File: config.mk
export PLATFORM = sky130hd
export DESIGN_NAME = message_frame_checker_unit
export DESIGN_NICKNAME = d
export VERILOG_FILES = /design/src/hw/rtl/mfc_pkg.sv /design/src/hw/rtl/mfc_in_stage.sv /design/src/hw/rtl/mfc_frame_ctrl.sv /design/src/hw/rtl/message_frame_checker_unit.sv
export SDC_FILE = /design/constraint.sdc
export NUM_CORES = 1
export LEC_CHECK = 0
export BUFFER_PORTS_ARGS = -buffer_cell sky130_fd_sc_hd__clkbuf_2
export CAP_MARGIN = 20
export CORE_MARGIN = 1.5
export CORE_UTILIZATION = 35
export CTS_CLUSTER_SIZE = 14
export DETAILED_ROUTE_END_ITERATION = 10
export PLACE_DENSITY_LB_ADDON = 0.2
export SYNTH_ARGS = -nofsm -noshare
export SYNTH_HDL_FRONTEND = slang
export SYNTH_SLANG_ARGS = --single-unit
export TNS_END_PERCENT = 30
File: constraint.sdc
create_clock -name i_clk -period 13.77 [get_ports i_clk]
set_clock_uncertainty 0.2 [all_clocks]
set_input_delay 1.377 -clock i_clk [delete_from_list [all_inputs] [get_ports i_clk]]
set_output_delay 1.377 -clock i_clk [all_outputs]
set_load 0.05 [all_outputs]
File: src/hw/rtl/mfc_pkg.sv
// Shared constants, types and the CRC byte update for the frame checker.
package mfc_pkg;

    localparam int LEN_W = 10;
    localparam logic [15:0] CRC_POLY = 16'h1021;
    localparam logic [15:0] CRC_INIT = 16'hFFFF;
    localparam logic [LEN_W-1:0] MIN_LEN = 10'd9;
    localparam logic [LEN_W-1:0] LAST_HDR_IDX = 10'd5;
    localparam logic [LEN_W-1:0] LEN_IDX = 10'd6;

    localparam logic [1:0] STATUS_GOOD = 2'd0;
    localparam logic [1:0] STATUS_CRC_BAD = 2'd1;
    localparam logic [1:0] STATUS_SHORT = 2'd2;

    typedef struct packed {
        logic [7:0] data_byte;
        logic       frame_start;
    } t_in_item;

    typedef struct packed {
        logic [1:0]       priority_res;
        logic [1:0]       confirm_mode;
        logic [2:0]       sender_high;
        logic [3:0]       sender_middle;
        logic [4:0]       sender_low;
        logic [2:0]       recipient_high;
        logic [3:0]       recipient_middle;
        logic [4:0]       recipient_low;
        logic [5:0]       msg_kind;
        logic [LEN_W-1:0] frame_length;
        logic [1:0]       status;
    } t_result;

    // MSB-first CRC-16 update over one byte, eight shift steps.
    function automatic logic [15:0] crc_byte(input logic [15:0] crc, input logic [7:0] b);
        logic [15:0] c;
        c = crc ^ {b, 8'h00};
        for (int i = 0; i < 8; i++) begin
            c = c[15] ? ((c << 1) ^ CRC_POLY) : (c << 1);
        end
        return c;
    endfunction

endpackage

File: src/hw/rtl/mfc_in_stage.sv
// Input register of the frame checker.
module mfc_in_stage (
    input  logic              i_clk,
    input  logic              i_rst_n,
    input  logic              i_valid,
    input  mfc_pkg::t_in_item i_item,
    output logic              o_ready,
    input  logic              i_take,
    output logic              o_valid,
    output mfc_pkg::t_in_item o_item
);

    logic              r_valid;
    mfc_pkg::t_in_item r_item;

    // Slot frees when empty or when its item moves on this cycle.
    assign o_ready = !r_valid || i_take;

    always_ff @(posedge i_clk) begin
        if (!i_rst_n) begin
            r_valid <= 1'b0;
        end else if (o_ready) begin
            r_valid <= i_valid;
        end
    end

    always_ff @(posedge i_clk) begin
        if (o_ready && i_valid) begin
            r_item <= i_item;
        end
    end

    assign o_valid = r_valid;
    assign o_item  = r_item;

endmodule

File: src/hw/rtl/mfc_frame_ctrl.sv
// Frame state, header capture, CRC update and result formation.
module mfc_frame_ctrl (
    input  logic              i_clk,
    input  logic              i_rst_n,
    input  logic              i_step,
    input  mfc_pkg::t_in_item i_item,
    input  logic              i_crc_en,
    output logic              o_emit,
    output mfc_pkg::t_result  o_result
);

    logic                     r_active, n_active;
    logic [mfc_pkg::LEN_W-1:0] r_index, n_index;
    logic [15:0]              r_crc, n_crc;
    logic [7:0]               r_hdr [0:5];
    logic [7:0]               n_hdr [0:5];
    logic [mfc_pkg::LEN_W-1:0] r_len, n_len;
    logic [7:0]               r_rx_hi, n_rx_hi;

    logic                     active;
    logic [mfc_pkg::LEN_W-1:0] idx;
    logic [mfc_pkg::LEN_W:0]  idx_p2;
    logic [15:0]              crc_cur;
    logic [7:0]               crc_in;
    logic [15:0]              crc_nxt;
    logic [1:0]               status;

    always_comb begin
        active  = i_item.frame_start || r_active;
        idx     = i_item.frame_start ? '0 : r_index;
        crc_cur = i_item.frame_start ? mfc_pkg::CRC_INIT : r_crc;
        idx_p2  = {1'b0, idx} + (mfc_pkg::LEN_W+1)'(2);

        n_active = r_active;
        n_index  = r_index;
        n_crc    = r_crc;
        n_hdr    = r_hdr;
        n_len    = r_len;
        n_rx_hi  = r_rx_hi;
        o_emit   = 1'b0;
        status   = mfc_pkg::STATUS_GOOD;
        crc_in   = i_item.data_byte;

        // Augment steps: the received CRC bytes are replaced by zeros.
        if (idx > mfc_pkg::LEN_IDX && idx_p2 >= {1'b0, r_len}) begin
            crc_in = 8'h00;
        end
        crc_nxt = mfc_pkg::crc_byte(crc_cur, crc_in);

        if (active) begin
            n_active = 1'b1;
            n_index  = idx + mfc_pkg::LEN_W'(1);
            if (idx <= mfc_pkg::LAST_HDR_IDX) begin
                n_crc = crc_nxt;
                n_hdr[idx[2:0]] = i_item.data_byte;
            end else if (idx == mfc_pkg::LEN_IDX) begin
                n_crc = crc_nxt;
                n_len = {r_hdr[5][1:0], i_item.data_byte};
                if (n_len < mfc_pkg::MIN_LEN) begin
                    n_active = 1'b0;
                    o_emit   = 1'b1;
                    status   = mfc_pkg::STATUS_SHORT;
                end
            end else if (idx_p2 < {1'b0, r_len}) begin
                n_crc = crc_nxt;
            end else if (idx_p2 == {1'b0, r_len}) begin
                // first augment byte folded in now
                n_rx_hi = i_item.data_byte;
                n_crc   = crc_nxt;
            end else begin
                n_active = 1'b0;
                o_emit   = 1'b1;
                if (i_crc_en && {r_rx_hi, i_item.data_byte} != crc_nxt) begin
                    status = mfc_pkg::STATUS_CRC_BAD;
                end
            end
        end
    end

    always_comb begin
        o_result.priority_res     = r_hdr[1][7:6];
        o_result.confirm_mode     = r_hdr[1][5:4];
        o_result.sender_high      = r_hdr[2][7:5];
        o_result.sender_middle    = r_hdr[2][4:1];
        o_result.sender_low       = {r_hdr[2][0], r_hdr[3][7:4]};
        o_result.recipient_high   = r_hdr[3][3:1];
        o_result.recipient_middle = {r_hdr[3][0], r_hdr[4][7:5]};
        o_result.recipient_low    = r_hdr[4][4:0];
        o_result.msg_kind         = r_hdr[5][7:2];
        o_result.frame_length     = n_len;
        o_result.status           = status;
    end

    always_ff @(posedge i_clk) begin
        if (!i_rst_n) begin
            r_active <= 1'b0;
            r_index  <= '0;
            r_crc    <= mfc_pkg::CRC_INIT;
        end else if (i_step) begin
            r_active <= n_active;
            r_index  <= n_index;
            r_crc    <= n_crc;
        end
    end

    always_ff @(posedge i_clk) begin
        if (i_step) begin
            r_hdr   <= n_hdr;
            r_len   <= n_len;
            r_rx_hi <= n_rx_hi;
        end
    end

endmodule

File: src/hw/rtl/message_frame_checker_unit.sv
// Top level of the byte-serial message frame checker (CRC-16, poly 0x1021).
// Processes one byte per cycle while the result register is free and registers any result.
// The single-pass CRC/field logic is the only work stage.
// o_in_ready drops only while the input register is full and the result register stalls.
// Reset (synchronous, i_rst_n low): no frame in progress, CRC 0xFFFF, registers empty,
// CRC check enabled.
module message_frame_checker_unit (
    input  logic        i_clk,
    input  logic        i_rst_n,
    // byte input channel
    input  logic        i_in_valid,
    output logic        o_in_ready,
    input  logic [7:0]  i_data_byte,
    input  logic        i_frame_start,
    // configuration: crc_check_enable
    input  logic        i_cfg_we,
    input  logic        i_cfg_wdata,
    // result channel
    output logic        o_out_valid,
    input  logic        i_out_ready,
    output logic [1:0]  o_priority_res,
    output logic [1:0]  o_confirm_mode,
    output logic [2:0]  o_sender_high,
    output logic [3:0]  o_sender_middle,
    output logic [4:0]  o_sender_low,
    output logic [2:0]  o_recipient_high,
    output logic [3:0]  o_recipient_middle,
    output logic [4:0]  o_recipient_low,
    output logic [5:0]  o_msg_kind,
    output logic [9:0]  o_frame_length,
    output logic [1:0]  o_status
);

    // Check-enable register; 1 compares received and computed CRC.
    logic r_crc_en;

    always_ff @(posedge i_clk) begin
        if (!i_rst_n) begin
            r_crc_en <= 1'b1;
        end else if (i_cfg_we) begin
            r_crc_en <= i_cfg_wdata;
        end
    end

    // Input register: holds one byte ahead of the processing stage.
    mfc_pkg::t_in_item in_item;
    mfc_pkg::t_in_item stage_item;
    logic              stage_valid;
    logic              out_free;
    logic              step;

    assign in_item.data_byte   = i_data_byte;
    assign in_item.frame_start = i_frame_start;

    // Result register can load when empty or drained this cycle.
    assign out_free = !o_out_valid || i_out_ready;
    // A buffered byte is processed exactly when its result has somewhere to go.
    assign step = stage_valid && out_free;

    mfc_in_stage u_in_stage (
        .i_clk   (i_clk),
        .i_rst_n (i_rst_n),
        .i_valid (i_in_valid),
        .i_item  (in_item),
        .o_ready (o_in_ready),
        .i_take  (out_free),
        .o_valid (stage_valid),
        .o_item  (stage_item)
    );

    // Frame state and per-byte work: header capture, length, CRC, status.
    logic             emit;
    mfc_pkg::t_result result;

    mfc_frame_ctrl u_frame_ctrl (
        .i_clk    (i_clk),
        .i_rst_n  (i_rst_n),
        .i_step   (step),
        .i_item   (stage_item),
        .i_crc_en (r_crc_en),
        .o_emit   (emit),
        .o_result (result)
    );

    // Result register: decouples the downstream stall from the byte stream.
    logic             r_out_valid;
    mfc_pkg::t_result r_out;

    always_ff @(posedge i_clk) begin
        if (!i_rst_n) begin
            r_out_valid <= 1'b0;
        end else if (out_free) begin
            r_out_valid <= step && emit;
        end
    end

    always_ff @(posedge i_clk) begin
        if (step && emit) begin
            r_out <= result;
        end
    end

    assign o_out_valid        = r_out_valid;
    assign o_priority_res     = r_out.priority_res;
    assign o_confirm_mode     = r_out.confirm_mode;
    assign o_sender_high      = r_out.sender_high;
    assign o_sender_middle    = r_out.sender_middle;
    assign o_sender_low       = r_out.sender_low;
    assign o_recipient_high   = r_out.recipient_high;
    assign o_recipient_middle = r_out.recipient_middle;
    assign o_recipient_low    = r_out.recipient_low;
    assign o_msg_kind         = r_out.msg_kind;
    assign o_frame_length     = r_out.frame_length;
    assign o_status           = r_out.status;

endmodule

## After elaboration in Yosys (flattened, before gate mapping)

Cells that the tools add are included.

| cells by class | value |
|---|---|
| add/subtract/negate cells | 2 |
| $mul | 0 |
| divide/modulo/power cells | 0 |
| magnitude comparators | 7 |
| equal/unequal tests | 3 |
| shift-type cells | 0 |
| mux-type cells | 37 |
| bitwise logic cells | 14 |
| reductions and logical operators | 17 |

Operators with widths:

| operator | count |
|---|---|
| $mux 13 | 8 |
| $mux 16 | 5 |
| $bwmux 48 | 1 |
| $mux 10 | 4 |
| $demux 8 s3 | 1 |
| $not 3->3 | 8 |
| $mux 8 | 2 |
| $ne 16x16->1 | 1 |
| $xor 16x16->16 | 1 |
| $mux 1 | 12 |
| $add 10x2->11 const B | 1 |
| $eq 11x10->1 | 1 |
| $ge 11x10->1 | 1 |
| $lt 11x10->1 | 1 |
| $add 10x1->10 const B | 1 |
| $eq 10x3->1 const B | 1 |
| $gt 10x3->1 const B | 1 |
| $le 10x3->1 const B | 1 |
| $lt 10x4->1 const B | 1 |
| $mux 2 | 4 |
| $logic_and 1x1->1 | 6 |
| $reduce_and 3->1 | 2 |
| $reduce_and 6->1 | 1 |
| $ge 4x4->1 const B | 1 |
| other kinds (8) | 14 |

| storage, ports and cells | value |
|---|---|
| register bits | 151 |
| latch bits | 0 |
| memory bits (writable) | 0 |
| ROM bits | 0 |
| input port bits | 15 |
| output and inout bits | 48 |
| logic and storage cells | 107 |
| memories | 0 |

## Logic depth before layout (Yosys ltp)

Gate-level depths: netlist of the first run.

| logic depth | value |
|---|---|
| depth in word-level cells | 28 |
| depth in mapped cells | 18 |
| gate-level depth less buffers | 14 |

## Cells and area by module

From an unflattened synthesis of the first run, not the netlist that was laid out.

| unflattened totals | value |
|---|---|
| cells, all modules | 601 |
| area, all modules | 6900.4 um^2 |

Modules (own cells, without submodules):

| module | times used | cells each | area each (um^2) | sequential area each (um^2) |
|---|---|---|---|---|
| mfc_frame_ctrl | 1 | 532 | 5086.1 | 2162.1 |
| message_frame_checker_unit | 1 | 55 | 1486.4 | 1421.4 |
| mfc_in_stage | 1 | 14 | 327.8 | 290.3 |

## Worst setup path after synthesis of the first run

No wires, ideal clock.

| timing | value |
|---|---|
| kind | reg-to-reg |
| start point | register u_in_stage.r_item, in the netlist u_in_stage.o_item[0] |
| end point | register r_out, in the netlist o_confirm_mode[0] (enable) |
| library setup time | 0.400 ns |
| arrival | 3.831 ns |
| data required time | 13.170 ns |
| slack | 9.338 ns |
| stages on the path, launching flop included | 15 |
| buffers on the path | 5 |
| period minus slack after synthesis | 4.432 ns |
| path through | edfxtp_1 > buf_2 > buf_2 > buf_1 > clkbuf_1 > clkbuf_1 > nor2_1 > ha_1 > nand3_1 > or3_1 > nor2_1 > a21oi_1 > nor2_1 > o21ai_0 > inv_1 |

| between the ends | value |
|---|---|
| word-level cells in the longest chain between the ends | 9 |
| elaborated cells between the ends (all ways) | 13 |
| those cells by class | add/sub (1); order compare (2); eq/ne (2); mux (6); reduce/logical (2) |

RTL lines:

| what | RTL line | text |
|---|---|---|
| start, declared | mfc_in_stage.sv:14 | `mfc_pkg::t_in_item r_item;` |
| start signal, assigned | mfc_in_stage.sv:29 | `r_item <= i_item;` |
| parallel branches: the longest is 7 deep, another holds $add 10x2->11 | - |  |
| $mux 1 (*) | mfc_frame_ctrl.sv:50 | `if (active) begin` |
| $logic_and 1x1->1 (*) | message_frame_checker_unit.sv:98 | `if (step && emit) begin` |
| end signal, assigned | message_frame_checker_unit.sv:99 | `r_out <= result;` |
| end, declared | message_frame_checker_unit.sv:87 | `mfc_pkg::t_result r_out;` |

Mark *: on every way between the ends.
A chain may end at the register's enable or synchronous reset.

## Worst setup path after layout of the first run

| timing | value |
|---|---|
| start point | register u_frame_ctrl.r_index[1] (netlist name) |
| end point | register r_out, in the netlist o_status[0], data pin |

| between the ends | value |
|---|---|
| word-level cells in the longest chain between the ends | 21 |
| elaborated cells between the ends (all ways) | 33 |
| those cells by class | add/sub (1); order compare (4); eq/ne (3); mux (14); bitwise (8); reduce/logical (3) |

RTL lines:

| what | RTL line | text |
|---|---|---|
| start, declared | mfc_frame_ctrl.sv:13 | `logic [mfc_pkg::LEN_W-1:0] r_index, n_index;` |
| start signal, assigned | mfc_frame_ctrl.sv:101 | `r_index <= n_index;` |
| $mux 10 (*) | mfc_frame_ctrl.sv:30 | `idx = i_item.frame_start ? '0 : r_index;` |
| $add 10x2->11 | mfc_frame_ctrl.sv:32 | `idx_p2 = {1'b0, idx} + (mfc_pkg::LEN_W+1)'(2);` |
| $ge 11x10->1 | mfc_frame_ctrl.sv:45 | `if (idx > mfc_pkg::LEN_IDX && idx_p2 >= {1'b0, r_len}) begin` |
| $logic_and 1x1->1 | mfc_frame_ctrl.sv:45 |  |
| $mux 8 | mfc_frame_ctrl.sv:45 |  |
| $xor 16x16->16 | mfc_pkg.sv:37 | `c = crc ^ {b, 8'h00};` |
| $mux 13 (5 in a row) | mfc_pkg.sv:39 | `c = c[15] ? ((c << 1) ^ CRC_POLY) : (c << 1);` |
| $not 3->3 (no line) or $mux 13 (tied branches) | - |  |
| $mux 13 | mfc_pkg.sv:39 |  |
| $mux 13 or $not 3->3 (tied branches) | - |  |
| $mux 13 | mfc_pkg.sv:39 |  |
| $ne 16x16->1 | mfc_frame_ctrl.sv:73 | `if (i_crc_en && {r_rx_hi, i_item.data_byte} != crc_nxt) begin` |
| $logic_and 1x1->1 | mfc_frame_ctrl.sv:73 |  |
| $mux 1 | mfc_frame_ctrl.sv:73 |  |
| $mux 2 | mfc_frame_ctrl.sv:66 | `end else if (idx_p2 == {1'b0, r_len}) begin` |
| $mux 2 | mfc_frame_ctrl.sv:64 | `end else if (idx_p2 < {1'b0, r_len}) begin` |
| $mux 2 | mfc_frame_ctrl.sv:56 | `end else if (idx == mfc_pkg::LEN_IDX) begin` |

Every way passes the cells marked *; elsewhere a longest branch is shown, timed or not.

==> results of run 1 <==
per-stage QoR:
step / worst slack, ns / instances / utilization, % / hold WS (ns) / instance area [um^2]
2_1_floorplan: 9.34 / 523 / - / 0.200 / 6380
4_1_cts: 9.25 / 821 / 41.5 / 0.216 / 7430
5_1_grt: 8.91 / 822 / 41.6 / 0.216 / 7440
3_5_place_dp: 9.28 / 790 / 38.4 / 0.205 / 6880
6_report: 9.25 / 822 / 41.6 / 0.215 / 7440
3_3_place_gp: 9.40 / 790 / 38.4 / 0.203 / 6880
kinds of logic after synthesis:
kind of cell             count (synthesis)
AND/OR/NAND/NOR                        163
buffers and inverters                   48
XOR/XNOR                                57
multiplexers                            18
adder cells (fa/ha/maj)                 10
flip-flops                             139
AO/OA/AOI/OAI                           88
state kept, by name (all words and copies together), names as in the netlist, 5 cells and up:
| name | cells |
|---|---|
| u_frame_ctrl.o_result | 34 |
| u_frame_ctrl.r_crc | 16 |
| o_frame_length | 10 |
| u_frame_ctrl.r_index | 10 |
| u_frame_ctrl.r_len | 10 |
| u_in_stage.o_item | 9 |
| u_frame_ctrl.r_rx_hi | 8 |
| o_msg_kind | 6 |
| o_recipient_low | 5 |
| o_sender_low | 5 |
per-layer routing:
layer,wire length (um),vias to the layer above
met5,0,-
met4,178,0
met3,742,10
met2,6290,106
met1,6820,1970
li1,-,2028
worst max-delay path, cell delays in order, from the launching register on:
cell,delay [ns]
dfxtp_1,0.64
nand4_4,0.22
nor4_1,0.49
xnor2_1,0.18
ha_1,0.27
nand3_1,0.13
o211ai_1,0.10
or3_1,0.44
o21ai_4,0.53
nand2_1,0.25
xor2_1,0.21
o2111ai_1,0.15
a2111oi_2,0.30
a31oi_1,0.12
layout by cell type, fill, tap and decap left out, types with 4 or more instances in the layout:
cell type | netlist | final
clkinvlp_4 | 0 | 4
a21boi_0 | 5 | 5
and2_1 | 11 | 11
buf_4 | 1 | 5
nand2_1 | 48 | 48
edfxtp_1 | 109 | 109
mux2i_1 | 8 | 8
dfxtp_1 | 30 | 30
nand3_1 | 14 | 14
ha_1 | 10 | 10
a21oi_1 | 14 | 14
o21ai_0 | 15 | 15
xnor2_1 | 36 | 36
clkbuf_2 | 0 | 62
mux2_2 | 10 | 10
or3_1 | 9 | 9
nor2_1 | 38 | 38
clkbuf_16 | 0 | 17
nor4_1 | 5 | 5
xor2_1 | 20 | 20
inv_1 | 19 | 18
o211ai_1 | 22 | 22
nor3_1 | 9 | 9
nand2b_1 | 6 | 6
report_power, final:
group	leakage, nW	total [mW]	internal, mW	switching [mW]
Combinational	1.28	0.0769	0.0318	0.0450
Clock	0.259	0.429	0.248	0.180
Sequential	1.17	0.469	0.457	0.0122
how the worst max path moves through the flow:
stage                             endpoint  cells after the start                                 start  slack (ns)
6_report         o_status[0]$_SDFFCE_PP0P_                     13  u_frame_ctrl.r_index[1]$_SDFFE_PN0P_        9.25
5_1_grt          o_status[0]$_SDFFCE_PP0P_                     13  u_frame_ctrl.r_index[1]$_SDFFE_PN0P_        8.91
4_1_cts          o_status[0]$_SDFFCE_PP0P_                     13  u_frame_ctrl.r_index[1]$_SDFFE_PN0P_        9.25
3_5_place_dp     o_status[0]$_SDFFCE_PP0P_                     13  u_frame_ctrl.r_index[1]$_SDFFE_PN0P_        9.28
3_3_place_gp     o_status[0]$_SDFFCE_PP0P_                     13  u_frame_ctrl.r_index[1]$_SDFFE_PN0P_        9.40
2_1_floorplan  o_confirm_mode[0]$_DFFE_PP_                     14        u_in_stage.o_item[0]$_DFFE_PP_        9.34
layout make-up:
class / count / area [um^2]
Timing Repair Buffer: 68 / 363
Inverter: 19 / 71.3
Fill cell: 1668 / 10500
Tap cell: 229 / 287
Clock inverter: 13 / 119
Multi-Input combinational cell: 336 / 2300
Clock buffer: 18 / 429
Sequential cell: 139 / 3870
==> metrics.yaml, run 1 <==
ioPinCount: 63
met1_usage_pct: 21.5
antenna_found_initial: 0
grt_start_max_net_pins: 51
clk_latency_ns: 0.42
r2r_slack_ns: 9.25
hold_depth: 0
slew_headroom_pct: 37.0
start_util_pct: 35.7
yosys.area_share.simple_pct: 13.1
portBuffers: 62
vias_per_cell: 5.00
synth_edf_count: 109
clock_tree.root_cell: "clkbuf_16"
hold_viol: 0
startpoint_type: "flop"
yosys.area_share.adder_pct: 1.96
chipHeight_um: 138
post_cts_buffers: 0
endpoint_kind: "flop"
p_per_area_nw_per_um2: 131
grt_overflow: 0
cts-resized-gates: 0
use_met3_pct: 4.09
place_hpwl_um: 9520
post_drt_wl_per_cell_um: 17.1
grt_busiest_layer: "met2"
clock_sinks: 139
grt_pass1_wl_um: 22800
fmax_ghz: 0.221
nets: 606
core_um2: 17900
grtUsageTotal_pct: 15.4
max-vdd-ir-drop_uv: 79.3
worst_pin_slew_ns: 0.944
reg2reg_depth: 13
synth_area_leader_cell: "edfxtp_1"
use_met2_pct: 22.9
cts_tree: "done"
worstReg2RegStart: "u_frame_ctrl.r_index[1]$_SDFFE_PN0P_"
design.die.area_um2: 19100
setup_violations: 0
ys_ff_latch: 139
grt_pass1_vias: 4053
hp-class: "reg -> reg"
drt_iter0_drc: 313
drc: 0
async_reset_ff_share_pct: 0
hold_path_startpoint: "u_frame_ctrl.o_result[25]$_DFFE_PP_"
cts_hold_buf: 0
yosysSeqAreaShare_pct: 60.7
cts_inserted_buffers: 17
path_clk_slew_ns: 0.06
crit_fanout: 16
synth_top_area_share_pct: 51.3
fp-row-count: 49
leakage_nw: 2.71
drt-pass1-iter-count: 5
fin_crit_sh_pct: 32.9
gp_congestion: 0.878
required_ns: 13.71
synthMuxAreaShare_pct: 3.02
synth_cells: 523
synth_top_family_by_area: "simple AND/OR/NAND/NOR gates"
max_cap_viol_count: 0
avgSynthCellArea_um2: 12.2
die_x_um: 138
yosys-top-cells-count: "edfxtp_1, nand2_1, nor2_1"
synthTopCellsByArea: "edfxtp_1, dfxtp_1, xnor2_1"
num_vias: 4114
min_period_ns: 4.52
cts_buffer_depth: 2
synth_most_common_cell: "edfxtp_1"
holdPathEnd: "o_recipient_middle[2]$_DFFE_PP_"
cp.arrival_ns: 4.47
area_growth_syn_to_layout_pct: 16.6
ys.flop_type: "edfxtp_1"
diodes: 0
syn-num-nets: 548
finalPower_mw: 0.975
outcome: "completed"
ys_types: 61
synth_area_um2: 6380
maxSlewViolCount: 0
synth_warnings: 0
path_class: "reg -> reg"
rsz0062_at_grt: "false"
reg2reg_to: "o_status[0]$_SDFFCE_PP0P_"
synth_compound_area_share_pct: 9.84
tns_ns: 0
drive_gt1_share_pct: 20.6
route.antenna.remaining_nets: 0
htreeDepth: 4
synth-xor-area-share_pct: 8.12
drt_wl_total_um: 14000
No activity file was read; power rests on OpenSTA's default activity.
==> inputs of run 2 (changes only) <==
--- a/config.mk
+++ b/config.mk
@@ -5,6 +5,7 @@
 export SDC_FILE = /design/constraint.sdc
 export NUM_CORES = 1
 export LEC_CHECK = 0
+export ABC_AREA = 1
 export BUFFER_PORTS_ARGS = -buffer_cell sky130_fd_sc_hd__clkbuf_2
 export CAP_MARGIN = 20
 export CORE_MARGIN = 1.5
==> constraint.sdc (replaced) <==
create_clock -name i_clk -period 4.54 [get_ports i_clk]
set_clock_uncertainty 0.2 [all_clocks]
set_input_delay 0.454 -clock i_clk [delete_from_list [all_inputs] [get_ports i_clk]]
set_output_delay 0.454 -clock i_clk [all_outputs]
set_load 0.05 [all_outputs]
==> run 2 against run 1 <==
  * Final area increased by 1.1%
  * Sequential cell count unchanged
  * Register-to-register slack got worse by 8.9 ns
  * Synthesized cell count increased by 15%
  * Combinational power increased to 2.8 times the previous value
  * Total power increased to 3.1 times the previous value
  * Critical endpoint unchanged
==> metrics.yaml, run 2 <==
max_cap_viol_count: 0  # unchanged
drc: 0  # unchanged
avgSynthCellArea_um2: 10.2  # -17%
ys_ff_latch: 139  # unchanged
grt_overflow: 0  # unchanged
fmax_ghz: 0.241  # +9.1%
required_ns: 4.52  # -9.19 ns
grt_pass1_vias: 4267  # +5.3%
hold_path_startpoint: "i_cfg_we"
tns_ns: 0  # unchanged
yosysSeqAreaShare_pct: 63.3  # +2.6 points
drt-met1-wl_um: 6510  # -4.6%
synth_warnings: 0  # unchanged
cts_inserted_buffers: 17  # unchanged
ioPinCount: 63  # unchanged
grt_pass1_wl_um: 21900  # -3.6%
clock_sinks: 139  # unchanged
reg2reg_to: "o_status[0]$_SDFFCE_PP0P_"
path_class: "reg -> reg"
drt-pass1-iter-count: 6  # +1
min_period_ns: 4.14  # -0.379 ns
grt_start_max_net_pins: 45  # -12%
num_vias: 4507  # +9.6%
clk_latency_ns: 0.42  # about the same
setup_violations: 0  # unchanged
layout_common_cells: "nand2_1, edfxtp_1, clkbuf_2"
fin_crit_sh_pct: 91.3  # +58 points
synth_edf_count: 109  # unchanged
synth_cells: 603  # +15%
worstReg2RegStart: "u_in_stage.o_item[0]$_DFFE_PP_"
cp.arrival_ns: 4.12  # -0.35 ns
hp-class: "in -> reg"
slowest_delay_ns: 0.43  # -0.21 ns
max-vdd-ir-drop_uv: 267  # +240%
synth_area_leader_cell: "edfxtp_1"
core_um2: 17200  # -4.1%
grtUsageTotal_pct: 16.1  # +0.77 points
gp_congestion: 0.866  # -1.3%
wl_met3_um: 829  # +12%
synth_most_common_cell: "nand2_1"
slowest_stage: "edfxtp_1"
outcome: "completed"
drt_wl_total_um: 14300  # +1.8%
wl_met2_um: 6710  # +6.7%
reg2reg_depth: 34  # +21
clock_tree.root_cell: "clkbuf_16"
synth_top_area_share_pct: 53.5  # +2.2 points
antenna_found_initial: 0  # unchanged
drt_iter0_drc: 381  # +22%
worst_pin_slew_ns: 0.922  # -0.0226 ns
syn-num-nets: 628  # +15%
p_per_area_nw_per_um2: 401  # +210%
die_x_um: 135  # -2.0%
endpoint_kind: "flop"
htreeDepth: 4  # unchanged
post-place-ws_ns: -0.0220  # -9.30 ns
maxSlewViolCount: 0  # unchanged
ys_types: 35  # -43%
setup_slack_ns: 0.395  # -8.85 ns
largest_reg_flops: 34  # unchanged
async_reset_ff_share_pct: 0  # unchanged
drive_gt1_share_pct: 21.7  # +1.1 points
slew_headroom_pct: 38.2  # +1.1 points
post_cts_buffers: 0  # unchanged
diodes: 0  # unchanged
synth_area_um2: 6120  # -4.1%
ys.flop_type: "edfxtp_1"
place_hpwl_um: 9600  # +0.84%
cts_buffer_depth: 2  # unchanged
design.die.area_um2: 18300  # -4.0%
worst_path_most_repeated_cell: "nand2_1"
post_drt_wl_per_cell_um: 15.3  # -10%
vias_per_cell: 4.84  # -3.3%
hold_depth: 2  # +2
nets: 718  # +18%
r2r_slack_ns: 0.40  # -8.85 ns
route.antenna.remaining_nets: 0  # unchanged
finalPower_mw: 3.02  # +210%
portBuffers: 62  # unchanged
chipHeight_um: 135  # -2.0%
routed.top_layer: "met4"
crit_fanout: 6  # -10
holdPathEnd: "r_crc_en$_SDFFE_PN1P_"
final_common_cell: "nand2_1"
synthTopCellsByArea: "edfxtp_1, dfxtp_1, nand2_1"
start_util_pct: 35.6  # about the same
hold_viol: 0  # unchanged
leakage_nw: 3.03  # +12%
path_clk_slew_ns: 0.06  # about the same
startpoint_type: "flop"
fp-row-count: 48  # -2.0%
area_growth_syn_to_layout_pct: 22.9
cts_tree: "done"
yosys-top-cells-count: "nand2_1, edfxtp_1, nor2_1"
[run 2: changes by cell type in the layout (fill, tap and decap cells not counted), sizes merged, moves of 9 or more]
cell	previous run	this run
nor2	38	65
xor2	20	5
and2	11	0
o21ai	18	39
inv	22	67
or3	9	0
o211ai	22	0
xnor2	37	1
mux2	10	1
a21oi	14	26
nand3	14	53
nand2	49	165
[run 2: repair_timing]
item / CTS / global route
endpoints found under the hold margin: 8 / 0
resized for setup: 1 / 25
setup endpoints to repair: 1 / 1
gates cloned: 0 / 2
pin swaps: 0 / 8
hold buffers: 8 / 0
[run 2: power by group]
group / internal (mW) / total [mW] / switching [mW]
sequential: 1.39 / 1.43 / 0.0388
combinational: 0.0745 / 0.217 / 0.142
clock: 0.819 / 1.37 / 0.552
total: 2.29 / 3.02 / 0.733
[run 2: area by class of cell]
class                   count  area [um^2]
fillers                  1654         9650
flip-flops and latches    139         3870
multi-input cells         390         2050
repair buffers             80          482
clock buffers              18          429
well taps                 225          282
inverters                  65          246
clock inverters            14          160
[run 2: cells by family after synthesis]
family	Yosys count	synth area share (%)
simple gates	298	21.5
flops	139	63.3
buf+inv	76	5.09
compound gates	70	5.99
fa+ha+maj	10	2.04
xor+xnor	9	1.96
mux	1	0.184
[run 2: layer usage]
layer / global-route usage (%) / vias to the layer above
met3: 4.08 / 17
met2: 25.5 / 137
met4: 6.27 / 0
met1: 21.3 / 2125
met5: 0 / -
li1: - / 2228
[run 2: worst max-delay path by stage]
stage / slack [ns] / startpoint / cells after the start / end
2_1_floorplan: 0.24 / u_in_stage.o_item[0]$_DFFE_PP_ / 22 / o_confirm_mode[0]$_DFFE_PP_
3_3_place_gp: 0.08 / u_in_stage.o_item[0]$_DFFE_PP_ / 29 / o_status[0]$_SDFFCE_PP0P_
3_5_place_dp: -0.02 / u_in_stage.o_item[0]$_DFFE_PP_ / 29 / o_status[0]$_SDFFCE_PP0P_
4_1_cts: 0.06 / u_in_stage.o_item[0]$_DFFE_PP_ / 29 / o_status[0]$_SDFFCE_PP0P_
5_1_grt: -0.05 / u_in_stage.o_item[0]$_DFFE_PP_ / 34 / o_status[0]$_SDFFCE_PP0P_
6_report: 0.40 / u_in_stage.o_item[0]$_DFFE_PP_ / 34 / o_status[0]$_SDFFCE_PP0P_
[run 2: per-stage QoR]
step                      cell area [um^2]  utilization (%)  hold slack [ns]  cells
after global routing                  7520             43.8           0.0238    931
after detailed placement              6740             39.2            0.205    889
after floorplan                       6120                -            0.200    603
after CTS                             7410             43.1          0.00707    929
after global placement                6740             39.2            0.202    889
final                                 7520             43.8           0.0324    931
[run 2: worst max-delay path: cells and delay by family (launching register included)]
family,cells,cell delay (ns)
flip-flops,1,0.43
adder cells (fa/ha/maj),1,0.28
buffers and inverters,5,0.31
XOR/XNOR,1,0.15
AND/OR/NAND/NOR,27,2.54
==> inputs of run 3 (changes only) <==
--- a/config.mk
+++ b/config.mk
@@ -8,10 +8,12 @@
 export ABC_AREA = 1
 export BUFFER_PORTS_ARGS = -buffer_cell sky130_fd_sc_hd__clkbuf_2
 export CAP_MARGIN = 20
+export CORE_ASPECT_RATIO = 2
 export CORE_MARGIN = 1.5
 export CORE_UTILIZATION = 35
 export CTS_CLUSTER_SIZE = 14
 export DETAILED_ROUTE_END_ITERATION = 10
+export HOLD_SLACK_MARGIN = 0.15
 export PLACE_DENSITY_LB_ADDON = 0.2
 export SYNTH_ARGS = -nofsm -noshare
 export SYNTH_HDL_FRONTEND = slang
==> run 3 against run 2 <==
  * Final area up 3.1%
  * Utilization grew 1.3 points
  * Sequential share of layout area fell by 1.5 points
  * Highest routed layer unchanged
==> metrics.yaml, run 3 (synthesis gave the netlist of run 2 again) <==
worstReg2RegStart: "u_in_stage.o_item[0]$_DFFE_PP_"
clk_latency_ns: 0.42  # about the same
p_per_area_nw_per_um2: 381  # -5.1%
path_clk_slew_ns: 0.07  # about the same
maxSlewViolCount: 0  # unchanged
slowest_delay_ns: 0.43  # about the same
max_cap_viol_count: 0  # unchanged
slew_headroom_pct: 32.7  # -5.4 points
grt_busiest_layer: "met2"
hold_viol: 0  # unchanged
largest_reg_flops: 34  # unchanged
start_util_pct: 35.6  # about the same
core_um2: 17200  # about the same
portBuffers: 62  # unchanged
die_x_um: 96.5  # -29%
place_hpwl_um: 10900  # +14%
clock_sinks: 139  # unchanged
grt_overflow: 0  # unchanged
clock_tree.root_cell: "clkbuf_16"
use_met2_pct: 33.5  # +7.9 points
required_ns: 4.52  # about the same
drc: 0  # unchanged
cts_buffer_depth: 2  # unchanged
fp-row-count: 68  # +42%
area_growth_syn_to_layout_pct: 26.7
design.die.area_um2: 18300  # +0.27%
grt_start_max_net_pins: 48  # +6.7%
ioPinCount: 63  # unchanged
slowest_stage: "edfxtp_1"
htreeDepth: 4  # unchanged
diodes: 0  # unchanged
use_met3_pct: 3.72  # -0.36 points
grt_pass1_vias: 4566  # +7.0%
drt-pass1-iter-count: 4  # -2
route.antenna.remaining_nets: 0  # unchanged
setup_violations: 0  # unchanged
startpoint: "u_in_stage.o_item[0]$_DFFE_PP_"
cts_inserted_buffers: 17  # unchanged
min_period_ns: 4.21  # +0.0696 ns
startpoint_type: "flop"
gp_congestion: 0.925  # +6.8%
r2r_slack_ns: 0.33  # -0.07 ns
cp.arrival_ns: 4.20  # +0.08 ns
fmax_ghz: 0.237  # -1.7%
num_vias: 4599  # +2.0%
layout_common_cells: "nand2_1, edfxtp_1, clkbuf_2"
endpoint_kind: "flop"
cts_tree: "done"
reg2reg_to: "o_status[0]$_SDFFCE_PP0P_"
drt_wl_total_um: 15600  # +9.5%
drive_gt1_share_pct: 26.3  # +4.6 points
max-vdd-ir-drop_uv: 254  # -4.6%
antenna_found_initial: 0  # unchanged
outcome: "completed"
holdWs_ns: 0.184  # +0.151 ns
final_util_pct: 45.1  # +1.3 points
grtUsageTotal_pct: 17.7  # +1.5 points
crit_end: "o_status[0]$_SDFFCE_PP0P_"
chipHeight_um: 190  # +41%
leakage_nw: 3.17  # +4.7%
finalPower_mw: 2.95  # -2.2%
met1_usage_pct: 16.2  # -5.2 points
final_common_cell: "nand2_1"
grt_pass1_wl_um: 23300  # +6.1%
drt_iter0_drc: 184  # -52%
nets: 734  # +2.2%
hp-class: "in -> reg"
reg2reg_depth: 33  # -2.9%
post_drt_wl_per_cell_um: 16.8  # +9.4%
crit_fanout: 6  # unchanged
path_class: "reg -> reg"
worst_pin_slew_ns: 1.01  # +0.0836 ns
vias_per_cell: 4.93  # +1.9%
fin_crit_sh_pct: 92.8  # +1.5 points
## run 3: cell types whose count changed in the layout (fill, tap and decap cells not counted), moves of 5 or more
cell,previous run,this run
nand2_2,18,30
dlygate4sd3_1,8,13
buf_4,8,18
nand2_1,143,119
nand2_4,3,15
## run 3: routing by layer
metal  vias to the layer above  part of all wire (%)  wire, um
met5                         -                     0         0
met4                         0                   5.1       793
li1                       2268                     -         -
met3                        43                   2.8       445
met2                       107                    58      9020
met1                      2181                    34      5370
## run 3: how the worst min path moves through the flow
stage | startpoint | endpoint | slack (ns) | depth (start not counted)
floorplan | u_frame_ctrl.o_result[42]$_DFFE_PP_ | o_confirm_mode[0]$_DFFE_PP_ | 0.20 | 0
global placement | u_frame_ctrl.o_result[42]$_DFFE_PP_ | o_confirm_mode[0]$_DFFE_PP_ | 0.20 | 0
detailed placement | u_frame_ctrl.o_result[12]$_DFFE_PP_ | o_msg_kind[0]$_DFFE_PP_ | 0.20 | 0
CTS | i_rst_n | u_frame_ctrl.r_index[8]$_SDFFE_PN0P_ | 0.17 | 3
global route | i_rst_n | u_frame_ctrl.r_active$_SDFFE_PN0P_ | 0.20 | 3
finish | i_rst_n | u_frame_ctrl.r_index[8]$_SDFFE_PN0P_ | 0.18 | 3
## run 3: through the flow
step | std cells | TNS [ns] | instance area [um^2] | setup WS [ns]
after floorplan | 603 | 0 | 6120 | 0.244
after global placement | 876 | 0 | 6730 | 0.0789
after detailed placement | 876 | -0.000525 | 6730 | -0.000525
after CTS | 921 | 0 | 7410 | 0.108
after global routing | 932 | -0.0217 | 7760 | -0.0217
final | 932 | 0 | 7760 | 0.326
## run 3: power by group
group	total (mW)	switching [mW]	internal, mW
Combinational	0.249	0.158	0.0905
Clock	1.27	0.563	0.707
Sequential	1.43	0.0406	1.39
## run 3: area by class of cell
cell class              count  area (um^2)
repair buffers             97          647
clock inverters            15          115
well taps                 210          263
clock buffers              17          425
multi-input cells         389         2190
flip-flops and latches    139         3870
fillers                  1659         9430
inverters                  65          246
## run 3: worst max-delay path: cells and delay by family (launching register included)
family | cells | cell delay [ns]
and+or+nand+nor | 24 | 2.30
xor gates and xnor gates | 1 | 0.15
DFF | 1 | 0.43
adders and majority gates | 1 | 0.27
buffers and inverters | 7 | 0.66
## run 3: what timing repair did
action / CTS / global route
gates cloned: 0 / 1
resized for setup: 1 / 68
buffers inserted: 0 / 10
pin swaps: 0 / 25
hold endpoints to repair: 12 / 0
hold buffers: 13 / 0
setup endpoints to repair: 1 / 1
